**src/rtl/ssd_pkg.sv**
```systemverilog
// types, codes and width helpers for the sample standard deviation block
`timescale 1ns / 1ps

package ssd_pkg;

  localparam int unsigned DEF_MAX_SAMPLES = 4096;
  localparam int unsigned SAMPLE_W        = 16;
  localparam int unsigned DEV_W           = 16;
  localparam int unsigned COUNT_OUT_W     = 13;
  localparam int unsigned S_TDATA_W       = 16;
  localparam int unsigned M_TDATA_W       = 32;

  typedef enum logic [1:0] {
    STAT_OK       = 2'd0,
    STAT_SHORT    = 2'd1,
    STAT_OVERFLOW = 2'd2
  } status_t;

  typedef enum logic [3:0] {
    OP_NONE,
    OP_LOAD_NQ,
    OP_LOAD_SS,
    OP_LOAD_DEN,
    OP_MUL_STEP,
    OP_LOAD_DIV,
    OP_DIV_STEP,
    OP_LOAD_SQRT,
    OP_SQRT_STEP,
    OP_WRITE_OUT
  } dp_op_t;

  typedef struct packed {
    logic   take;
    dp_op_t op;
  } dp_cmd_t;

  typedef enum logic [2:0] {
    ST_ACCUM,
    ST_SETTLE,
    ST_MUL_NQ,
    ST_MUL_SS,
    ST_MUL_DEN,
    ST_DIV,
    ST_SQRT,
    ST_RESULT
  } ctrl_state_t;

  // sample counter, holds the maximum itself
  function automatic int cnt_w(int max_s);
    return $clog2(max_s + 1);
  endfunction

  // magnitude of the running sum
  function automatic int mag_w(int max_s);
    return 16 + $clog2(max_s);
  endfunction

  // signed running sum
  function automatic int sum_w(int max_s);
    return 17 + $clog2(max_s);
  endfunction

  // running sum of squares
  function automatic int sq_w(int max_s);
    return 31 + $clog2(max_s);
  endfunction

  // n*Q and S*S products
  function automatic int prod_w(int max_s);
    return 31 + 2 * $clog2(max_s);
  endfunction

endpackage

```
**src/rtl/ssd_ctrl.sv**
```systemverilog
// sequencer for accumulation and the final multiply, divide and square root
`timescale 1ns / 1ps

module ssd_ctrl #(
  parameter int unsigned MAX_SAMPLES = ssd_pkg::DEF_MAX_SAMPLES
) (
  input  logic            clk,
  input  logic            rst,
  input  logic            s_tvalid,
  output logic            s_tready,
  input  logic            s_tlast,
  output logic            m_tvalid,
  input  logic            m_tready,
  output ssd_pkg::dp_cmd_t cmd
);
  import ssd_pkg::*;

  localparam int MGW = mag_w(MAX_SAMPLES);
  localparam int PW  = prod_w(MAX_SAMPLES);
  localparam int RW  = (PW + 1) / 2;
  localparam int IW  = $clog2(PW + 1);

  ctrl_state_t state, state_next;
  logic [IW-1:0] cnt;
  logic [IW-1:0] phase_end;
  logic          phase_done;
  logic          take;
  logic          out_free;

  assign take     = s_tvalid && s_tready;
  assign out_free = !m_tvalid || m_tready;

  always_comb begin
    case (state)
      ST_DIV:  phase_end = IW'(PW);
      ST_SQRT: phase_end = IW'(RW);
      default: phase_end = IW'(MGW);
    endcase
  end

  assign phase_done = (cnt == phase_end);

  // next state
  always_comb begin
    state_next = state;
    unique case (state)
      ST_ACCUM:   if (take && s_tlast) state_next = ST_SETTLE;
      ST_SETTLE:  state_next = ST_MUL_NQ;
      ST_MUL_NQ:  if (phase_done) state_next = ST_MUL_SS;
      ST_MUL_SS:  if (phase_done) state_next = ST_MUL_DEN;
      ST_MUL_DEN: if (phase_done) state_next = ST_DIV;
      ST_DIV:     if (phase_done) state_next = ST_SQRT;
      ST_SQRT:    if (phase_done) state_next = ST_RESULT;
      ST_RESULT:  if (out_free) state_next = ST_ACCUM;
      default:    state_next = ST_ACCUM;
    endcase
  end

  // outputs
  always_comb begin
    s_tready = 1'b0;
    cmd.op   = OP_NONE;
    unique case (state)
      ST_ACCUM:   s_tready = 1'b1;
      ST_SETTLE:  cmd.op = OP_NONE;
      ST_MUL_NQ:  cmd.op = (cnt == '0) ? OP_LOAD_NQ   : OP_MUL_STEP;
      ST_MUL_SS:  cmd.op = (cnt == '0) ? OP_LOAD_SS   : OP_MUL_STEP;
      ST_MUL_DEN: cmd.op = (cnt == '0) ? OP_LOAD_DEN  : OP_MUL_STEP;
      ST_DIV:     cmd.op = (cnt == '0) ? OP_LOAD_DIV  : OP_DIV_STEP;
      ST_SQRT:    cmd.op = (cnt == '0) ? OP_LOAD_SQRT : OP_SQRT_STEP;
      ST_RESULT:  if (out_free) cmd.op = OP_WRITE_OUT;
      default:    cmd.op = OP_NONE;
    endcase
    cmd.take = take;
  end

  always_ff @(posedge clk) begin
    if (rst) begin
      state    <= ST_ACCUM;
      cnt      <= '0;
      m_tvalid <= 1'b0;
    end else begin
      state <= state_next;
      if (state_next != state) begin
        cnt <= '0;
      end else if (state != ST_ACCUM && state != ST_RESULT && state != ST_SETTLE) begin
        cnt <= cnt + 1'b1;
      end
      if (cmd.op == OP_WRITE_OUT) begin
        m_tvalid <= 1'b1;
      end else if (m_tready) begin
        m_tvalid <= 1'b0;
      end
    end
  end

endmodule

```
**src/rtl/ssd_datapath.sv**
```systemverilog
// accumulators, shared shift-add multiplier, divider, square root and result register
`timescale 1ns / 1ps

module ssd_datapath #(
  parameter int unsigned MAX_SAMPLES = ssd_pkg::DEF_MAX_SAMPLES
) (
  input  logic                                clk,
  input  logic                                rst,
  input  ssd_pkg::dp_cmd_t                    cmd,
  input  logic signed [ssd_pkg::SAMPLE_W-1:0] sample,
  output logic [ssd_pkg::DEV_W-1:0]           deviation,
  output logic [ssd_pkg::COUNT_OUT_W-1:0]     sample_count,
  output ssd_pkg::status_t                    status
);
  import ssd_pkg::*;

  localparam int CW  = cnt_w(MAX_SAMPLES);
  localparam int MGW = mag_w(MAX_SAMPLES);
  localparam int SW  = sum_w(MAX_SAMPLES);
  localparam int QW  = sq_w(MAX_SAMPLES);
  localparam int PW  = prod_w(MAX_SAMPLES);
  localparam int DW  = 2 * CW;
  localparam int RW  = (PW + 1) / 2;

  // accumulation
  logic signed [SW-1:0] running_sum;
  logic [QW-1:0]        running_square_sum;
  logic [CW-1:0]        count;
  logic                 overflowed;
  logic [30:0]          sq_pipe;
  logic                 sq_valid;
  logic signed [31:0]   sq_full;

  // shared multiplier
  logic [PW-1:0]  mcand;
  logic [MGW-1:0] mplier;
  logic [PW-1:0]  prod;
  logic [PW-1:0]  nq;
  logic [MGW-1:0] sum_mag;

  // divider
  logic [DW-1:0]  den;
  logic [PW-1:0]  quo;
  logic [DW-1:0]  rem;
  logic [DW:0]    rem_sh;

  // square root
  logic [2*RW-1:0] sval;
  logic [RW-1:0]   root;
  logic [RW:0]     srem;
  logic [RW+1:0]   srem_sh;
  logic [RW+1:0]   trial;

  assign sq_full = sample * sample;
  assign sum_mag = running_sum[SW-1] ? MGW'(-running_sum) : MGW'(running_sum);
  assign rem_sh  = {rem, quo[PW-1]};
  assign srem_sh = {srem[RW-1:0], sval[2*RW-1 -: 2]};
  assign trial   = {root, 2'b01};

  always_ff @(posedge clk) begin
    if (rst) begin
      running_sum        <= '0;
      running_square_sum <= '0;
      count              <= '0;
      overflowed         <= 1'b0;
      sq_valid           <= 1'b0;
    end else if (cmd.op == OP_WRITE_OUT) begin
      running_sum        <= '0;
      running_square_sum <= '0;
      count              <= '0;
      overflowed         <= 1'b0;
      sq_valid           <= 1'b0;
    end else begin
      sq_valid <= 1'b0;
      if (sq_valid) begin
        running_square_sum <= running_square_sum + QW'(sq_pipe);
      end
      if (cmd.take) begin
        if (count < CW'(MAX_SAMPLES)) begin
          running_sum <= running_sum + SW'(sample);
          count       <= count + 1'b1;
          sq_valid    <= 1'b1;
        end else begin
          overflowed <= 1'b1;
        end
      end
    end
  end

  always_ff @(posedge clk) begin
    sq_pipe <= sq_full[30:0];
  end

  // arithmetic sequence for the end of a block
  always_ff @(posedge clk) begin
    case (cmd.op)
      OP_LOAD_NQ: begin
        mcand  <= PW'(running_square_sum);
        mplier <= MGW'(count);
        prod   <= '0;
      end
      OP_LOAD_SS: begin
        nq     <= prod;
        mcand  <= PW'(sum_mag);
        mplier <= sum_mag;
        prod   <= '0;
      end
      OP_LOAD_DEN: begin
        quo    <= (nq > prod) ? nq - prod : '0;
        mcand  <= PW'(count);
        mplier <= MGW'(count - 1'b1);
        prod   <= '0;
      end
      OP_MUL_STEP: begin
        if (mplier[0]) begin
          prod <= prod + mcand;
        end
        mcand  <= mcand << 1;
        mplier <= mplier >> 1;
      end
      OP_LOAD_DIV: begin
        den <= prod[DW-1:0];
        rem <= '0;
      end
      OP_DIV_STEP: begin
        if (rem_sh >= {1'b0, den}) begin
          rem <= DW'(rem_sh - {1'b0, den});
          quo <= {quo[PW-2:0], 1'b1};
        end else begin
          rem <= rem_sh[DW-1:0];
          quo <= {quo[PW-2:0], 1'b0};
        end
      end
      OP_LOAD_SQRT: begin
        sval <= (2*RW)'(quo);
        srem <= '0;
        root <= '0;
      end
      OP_SQRT_STEP: begin
        if (srem_sh >= trial) begin
          srem <= (RW+1)'(srem_sh - trial);
          root <= {root[RW-2:0], 1'b1};
        end else begin
          srem <= srem_sh[RW:0];
          root <= {root[RW-2:0], 1'b0};
        end
        sval <= sval << 2;
      end
      OP_WRITE_OUT: begin
        sample_count <= COUNT_OUT_W'(count);
        if (count < CW'(2)) begin
          deviation <= '0;
          status    <= STAT_SHORT;
        end else begin
          deviation <= (root > RW'(16'hFFFF)) ? 16'hFFFF : root[DEV_W-1:0];
          status    <= overflowed ? STAT_OVERFLOW : STAT_OK;
        end
      end
      default: ;
    endcase
  end

endmodule

```
**src/rtl/sample_standard_deviation.sv**
```systemverilog
// top level: sample standard deviation of a block of signed q8.8 samples
//
// input stream s_*: one sample per request in s_tdata, s_tlast marks the
// final sample of a block. samples are taken one per cycle while the block
// accumulates count, sum and sum of squares.
// output stream m_*: one request per block, carrying deviation (unsigned
// q8.8, floored), sample count and a status code.
// after the last sample the result is formed in order by the shared
// shift-add multiplier (three products), the one-bit-per-cycle divider
// and the two-bits-per-cycle square root; widths: MGW = 16+log2(MAX_SAMPLES),
// PW = 31+2*log2(MAX_SAMPLES), RW = ceil(PW/2).
// s_tready is low from the last sample until the result is registered.
// a result that is not taken holds in the output register while the next
// block is accumulated; a second result then waits until the first leaves.
// reset clears the accumulators and drops m_tvalid.
`timescale 1ns / 1ps

module sample_standard_deviation #(
  parameter int unsigned MAX_SAMPLES = ssd_pkg::DEF_MAX_SAMPLES
) (
  input  logic                           clk,
  input  logic                           rst,
  input  logic                           s_tvalid,
  output logic                           s_tready,
  input  logic [ssd_pkg::S_TDATA_W-1:0]  s_tdata,  // [15:0] sample
  input  logic                           s_tlast,  // last sample of the block
  output logic                           m_tvalid,
  input  logic                           m_tready,
  output logic [ssd_pkg::M_TDATA_W-1:0]  m_tdata   // [15:0] deviation,
                                                   // [28:16] sample_count,
                                                   // [30:29] status, [31] zero
);
  import ssd_pkg::*;

  dp_cmd_t                 cmd;
  logic [DEV_W-1:0]        deviation;
  logic [COUNT_OUT_W-1:0]  sample_count;
  status_t                 status;

  // sequencer: handshakes and the end-of-block arithmetic steps
  ssd_ctrl #(
    .MAX_SAMPLES (MAX_SAMPLES)
  ) u_ctrl (
    .clk      (clk),
    .rst      (rst),
    .s_tvalid (s_tvalid),
    .s_tready (s_tready),
    .s_tlast  (s_tlast),
    .m_tvalid (m_tvalid),
    .m_tready (m_tready),
    .cmd      (cmd)
  );

  // accumulators and the shared arithmetic units
  ssd_datapath #(
    .MAX_SAMPLES (MAX_SAMPLES)
  ) u_datapath (
    .clk          (clk),
    .rst          (rst),
    .cmd          (cmd),
    .sample       ($signed(s_tdata[SAMPLE_W-1:0])),
    .deviation    (deviation),
    .sample_count (sample_count),
    .status       (status)
  );

  // result fields packed from the low bit up
  assign m_tdata = {1'b0, status, sample_count, deviation};

endmodule

```
**config.mk**
```make
export PLATFORM = sky130hd
export DESIGN_NAME = sample_standard_deviation
export DESIGN_NICKNAME = d
export VERILOG_FILES = /design/src/rtl/ssd_pkg.sv /design/src/rtl/ssd_ctrl.sv /design/src/rtl/ssd_datapath.sv /design/src/rtl/sample_standard_deviation.sv
export SDC_FILE = /design/constraint.sdc
export NUM_CORES = 2
export LEC_CHECK = 0
export ABC_CLOCK_PERIOD_IN_PS = 6700
export BUFFER_PORTS_ARGS = -buffer_cell sky130_fd_sc_hd__buf_2
export CAP_MARGIN = 5
export CORE_ASPECT_RATIO = 2
export CORE_MARGIN = 4
export CORE_UTILIZATION = 62
export CTS_CLUSTER_SIZE = 16
export DETAILED_ROUTE_END_ITERATION = 16
export HOLD_SLACK_MARGIN = 0.08
export PLACE_DENSITY = 0.88
export SYNTH_ARGS = -nofsm -noshare
export SYNTH_HDL_FRONTEND = slang
export SYNTH_SLANG_ARGS = --single-unit
export TNS_END_PERCENT = 1
```
**constraint.sdc**
```tcl
create_clock -name clk -period 6.7 [get_ports clk]
set_input_delay 0.335 -clock clk [delete_from_list [all_inputs] [get_ports clk]]
set_output_delay 0.335 -clock clk [all_outputs]
set_load 0.02 [all_outputs]
```
Word-level counts from Yosys, hierarchy flattened --
Index checks and enable logic that the tools add are counted.
Storage, ports and cells: register bits after elaboration 571, latch bits 0, bits in writable memories 0, bits in read-only memories 0, bits of input ports 21, output and inout port bits 34, word-level logic and storage cells 121, memories kept 0
Cells by class: add/sub/neg operators 10, $mul 1, div/mod/pow operators 0, magnitude comparators 6, eq/ne operators 21, shift-type cells 0, mux-type cells 37, bitwise operators 2, reduce and logical (&&, ||, !) cells 22
Operators with widths (number):
- $pmux W55 S2 | 2
- $pmux W55 S4 | 1
- $pmux W28 S2 | 2
- $pmux W28 S4 | 1
- $pmux W56 S2 | 1
- $mux W55 | 2
- $mux W28 | 2
- $add A55 B55 Y55 | 1
- $gt A55 B55 Y1 | 1
- $sub A55 B55 Y55 | 1
- $pmux W26 S2 | 1
- $add A43 B31 Y43 | 1
- $mul A16 B16 Y31 | 1
- $ge A30 B30 Y1 | 1
- $mux W3 | 10
- $add A29 B16 Y29 | 1
- $gt A28 B16 Y1 const B | 1
- $neg A28 Y28 | 1
- $sub A28 B28 Y28 | 1
- $ge A27 B26 Y1 | 1
- $mux W26 | 1
- $sub A26 B26 Y26 | 1
- $pmux W3 S8 | 1
- $pmux W4 S6 | 1
- 34 further kinds | 62

Depth between registers and ports, before layout --
depth in word-level cells 8, depth in mapped cells 26, gate-level depth less buffers 25

Cells and area by module --
Synthesis repeated with hierarchy kept, for this count alone.
Unflattened totals: cells, all modules 4582, area total of the unflattened synthesis 43196.4 um^2
By module, submodules not included:
- ssd_datapath | instances 1, cells an instance 4485, area each 42433.2 um^2, sequential area each 15645.0 um^2
- ssd_ctrl | instances 1, cells an instance 95, area each 752.0 um^2, sequential area each 200.2 um^2
- sample_standard_deviation | instances 1, cells an instance 2, area each 11.3 um^2, sequential area each 0.0 um^2

Worst setup path before layout --
OpenSTA, ideal clock, no wires.
kind input port to flip-flop, from input s_tdata[4] in the netlist's numbering, to register u_datapath.sq_pipe[28], library setup time 0.119 ns, arrival time 5.949 ns, data required time 6.581 ns, slack 0.631 ns, stages 24, buffers on the path 2, cells stage by stage clkbuf_1 > clkbuf_1 > nand2_1 > fa_1 > inv_1 > fa_1 > inv_1 > fa_1 > inv_1 > fa_1 > fa_1 > inv_1 > fa_1 > inv_1 > ha_1 > a21o_1 > a21oi_1 > a21boi_0 > a41oi_1 > o21ai_0 > a41oi_1 > o21ai_0 > o21a_1 > xor2_1
On the way: word-level cells in the longest chain between the ends 1
RTL lines:
- from (decl) | RTL line sample_standard_deviation.sv:25 | input logic [ssd_pkg::S_TDATA_W-1:0] s_tdata,
- $mul A16 B16 Y31 | RTL line ssd_datapath.sv:54 | assign sq_full = sample * sample;
- via u_datapath.sq_full[28] | RTL line ssd_datapath.sv:32 | logic signed [31:0] sq_full;
- to (signal assigned) | RTL line ssd_datapath.sv:91 | sq_pipe <= sq_full[30:0];
- to (decl) | RTL line ssd_datapath.sv:30 | logic [30:0] sq_pipe;
The timed path passes the listed nets, and every way through them passes these cells. A chain may end at the register's enable or synchronous reset.

Worst setup path in the final report --
from input s_tdata[0] in the netlist's numbering, to register u_datapath.sq_pipe[28]
Same word-level chain as after synthesis.

==> run_results.csv <==
group,metric,value,unit
synthesis,netlist_instances,4478,
pwr,pwr-share-seq,0.255,
worst_hold_path,holdCritPathClass,"in -> reg",
clocking,cts_sinks,570,
placed_design,gp_congestion,0.9598,
pwr,intPower,9.938,mW
clocking,cts_buffer_depth,3,
cells_and_area,diodes,0,
pwr,p_switching,6.810,mW
pwr,vdd_drop_max,0.5048,mV
setup_path,cp_max_fo,13,
worst_hold_path,hold_start,"s_tlast",
setup_path,r2r_start,"u_datapath.prod[3]$_SDFFCE_PP0P_",
timing,timing.clock.skew,35.26,ps
global_routing,grt_pass1_vias,35142,
synthesis,syn-cell-area,42800,um^2
synthesis,synth_fp_nets,5046,
route,drt-total-wl,106000,um
cells_and_area,fin_cells,5436,
synthesis,ys_ff_latch,570,
timing,period_needed,6464,ps
cells_and_area,syn_to_final_growth,7.270,%
route,wire_per_inst,19.50,um
timing,fin_setup_tns,0,ps
cells_and_area,fin_util,0.6695,
global_routing,grt_usage,0.2818,
global_routing,grt_overflow,0,
timing,rsz0062_at_grt,"false",
worst_hold_path,min_path_cells,5,
route,drtIter0Drc,2182,
route,drc_errors,0,
setup_path,cp.required,7180,ps
synthesis,avgSynthCellArea,9.558,um^2
pwr,combPwrFrac,0.566,
pwr,clock_power_share,0.179,
timing,period_share,0.9648,
route,first_pass_iters,6,
floorplanning,dieArea,73560,um^2
timing,finalSetupViolations,0,
timing,clock.fmax,154.7,MHz
floorplanning,io_pins,55,
floorplanning,num_rows,136,
pwr,swShare,0.4066,
route,vias,33297,
synthesis,synth_edf_count,443,
synthesis,ys_seq_area_frac,0.3702,
floorplanning,start_util,0.6241,
route,viasPerCell,6.125,
floorplanning,die_y,379.6,um
timing,drv_slew,0,
cells_and_area,drive_above_1_share,0.06896,
pwr,power_density,364.8,nW/um^2
global_routing,grt_pass1_wl,171100,um
timing,slew_headroom,0.2445,
timing,whs,146.2,ps
synthesis,async_reset_ff_frac,0,
synthesis,synth_cell_types,86,
placed_design,post-place-cells,5345,
clocking,post-cts-setup-buffers,0,
placed_design,dp_hpwl,81970,um
clocking,cts_tree,"yes",
status,outcome,"finished, final reports clean",
clocking,numCtsBuffers,48,
cells_and_area,fin_nets,5068,
setup_path,rr_worst_depth,12,
setup_path,r2r_slack,2160,ps
synthesis,ys.flop_type,"edfxtp_1",
setup_path,crit_type,"in -> reg",
floorplanning,coreArea,68580,um^2
setup_path,cp.arrival,6950,ps
clocking,clockRootBuffer,"clkbuf_16",
cells_and_area,final_cell_mix,"inv_1, edfxtp_1, nor2_1",
synthesis,ys_warn_count,0,
setup_path,cp-startpoint,"s_tdata[0]",
timing,final_hold_viol_count,0,
clocking,worstSkewPairLatency,620,ps
setup_path,start_kind,"input port",
setup_path,timing.rr.end,"u_datapath.quo[7]$_DFFE_PP_",
clocking,htreeDepth,2,
floorplanning,die_w,193.8,um
cells_and_area,layout_commonest_cell,"inv_1",
timing,tightest_slew,1132,ps
placed_design,io_buffers,53,
route,ant_nets,0,
setup_path,worstSetupEndpointType,"flop",
worst_hold_path,hold_end,"u_ctrl.state[0]$_SDFF_PP0_",
clocking,clk_pin_slew_worst_paths,70,ps
global_routing,grt_max_degree,83,
global_routing,antenna_found_initial,0,
job,cap_violations,0,
pwr,leakage,19.85,nW
pwr,total_power,16.75,mW
-- final cells by class --
| class | count | area (um^2) |
|---|---|---|
| clock inverter | 25 | 272.8 |
| sequential | 570 | 15850 |
| clock buffer | 64 | 1396 |
| timing repair buffer | 129 | 855.8 |
| multi-input combinational | 3189 | 24310 |
| fill | 5113 | 22660 |
| inverter | 562 | 2110 |
| tap | 897 | 1122 |
-- flip-flops by register name, indices dropped and copies added (netlist names), 16 cells and up --
name	cells
u_datapath.prod	55
u_datapath.running_sum	29
u_datapath.mcand	55
u_datapath.nq	55
u_datapath.deviation	16
u_datapath.mplier	28
u_datapath.running_square_sum	43
u_datapath.srem	28
u_datapath.den	26
u_datapath.sval	56
u_datapath.sq_pipe	30
u_datapath.rem	26
u_datapath.root	28
u_datapath.quo	55
-- worst max-delay path, stage by stage --
cell and delay (ps):
dlygate4sd3_1 520, clkbuf_4 250, and2_1 180, inv_1 60, fa_1 510, fa_1 500, inv_1 70, ha_1 140
inv_1 50, fa_1 530, inv_1 40, ha_1 270, inv_1 50, fa_1 520, inv_1 40, ha_1 390
o21a_1 210, o21ai_0 260, a21oi_1 110, a22o_1 260, a41oi_1 400, o21ai_0 270, a41oi_1 330, o21ai_0 230
o21a_1 260, xor2_1 140
-- cell families (layout without fill, tap and decap cells) --
group           after synthesis  in the layout  share of synthesized area
fa+ha+maj                   547            547                     0.2008
other cells                   1              1                 0.00008762
simple gates               1287           1287                     0.1388
mux                          90             90                    0.02266
xor+xnor                    236            236                    0.04829
compound gates             1028           1028                     0.1553
flops                       570            570                     0.3702
buf+inv                     719            780                    0.06388
-- synth_stat cells (13+ instances only) --
cell | number | share of area
a22oi_1 | 15 | 0.0026
a22o_1 | 30 | 0.0061
dfxtp_1 | 127 | 0.059
and3_1 | 59 | 0.0086
and2_1 | 50 | 0.0073
nand4_1 | 46 | 0.0067
o21ai_0 | 200 | 0.023
nor4_1 | 23 | 0.0034
nor3_1 | 69 | 0.0081
buf_1 | 16 | 0.0014
edfxtp_1 | 443 | 0.31
a221oi_1 | 22 | 0.0045
o211ai_1 | 16 | 0.0028
a31oi_1 | 30 | 0.0044
a211o_1 | 16 | 0.0033
mux2_2 | 55 | 0.014
a21o_1 | 130 | 0.023
xor2_1 | 91 | 0.019
o31ai_1 | 23 | 0.0040
fa_1 | 233 | 0.11
a21oi_1 | 318 | 0.037
o21bai_1 | 38 | 0.0067
nand3_1 | 67 | 0.0078
o22ai_1 | 13 | 0.0019
nor2_1 | 412 | 0.036
a211oi_1 | 33 | 0.0058
ha_1 | 314 | 0.092
nand2b_1 | 44 | 0.0064
inv_1 | 558 | 0.049
mux2i_1 | 35 | 0.0082
clkbuf_1 | 125 | 0.011
o21a_1 | 34 | 0.0060
or3_1 | 36 | 0.0053
xnor2_1 | 145 | 0.030
nand2_1 | 403 | 0.035
nor2b_1 | 20 | 0.0029
-- per-layer routing --
metal  part of all wire  up-vias  wire, um  track usage
met5                  0        -         0            0
met4              0.077        0      8203       0.1953
met3              0.041      457      4321      0.02395
met2               0.55     1138     58620       0.5538
met1               0.33    16051     34850       0.2705
li1                   -    15651         -            -
-- worst max path at each step --
stage | slack [ps] | end | depth (start not counted)
4_1_cts | 280 | u_datapath.sq_pipe[28]$_DFF_P_ | 26
6_report | 240 | u_datapath.sq_pipe[28]$_DFF_P_ | 26
3_5_place_dp | -20 | u_datapath.sq_pipe[30]$_DFF_P_ | 23
3_3_place_gp | 180 | u_datapath.sq_pipe[30]$_DFF_P_ | 23
5_1_grt | 30 | u_datapath.sq_pipe[29]$_DFF_P_ | 27
2_1_floorplan | 630 | u_datapath.sq_pipe[28]$_DFF_P_ | 24
-- metrics by stage --
stage | cell area, um^2 | worst slack (ps)
2_1_floorplan | 42800 | 631.3
3_3_place_gp | 44210 | 175.6
3_5_place_dp | 44210 | -23.68
4_1_cts | 45900 | 278.7
5_1_grt | 45910 | 30.01
6_report | 45910 | 236.0
-- power groups by stage --
stage	Clock (mW)	Sequential [mW]	Combinational, mW
6_report	3.00	4.27	9.47
5_1_grt	3.17	4.28	10.7
4_1_cts	3.04	4.27	9.39
3_5_place_dp	0	4.34	9.37
3_3_place_gp	0	4.34	8.89
2_1_floorplan	0	4.28	7.12
-- what timing repair did --
action	in CTS	in global routing
hold buffers	2	0
hold endpoints to repair	5	0
endpoints found under the setup margin	0	3
resized for setup	0	3
Power figures use the tool's default switching activity.
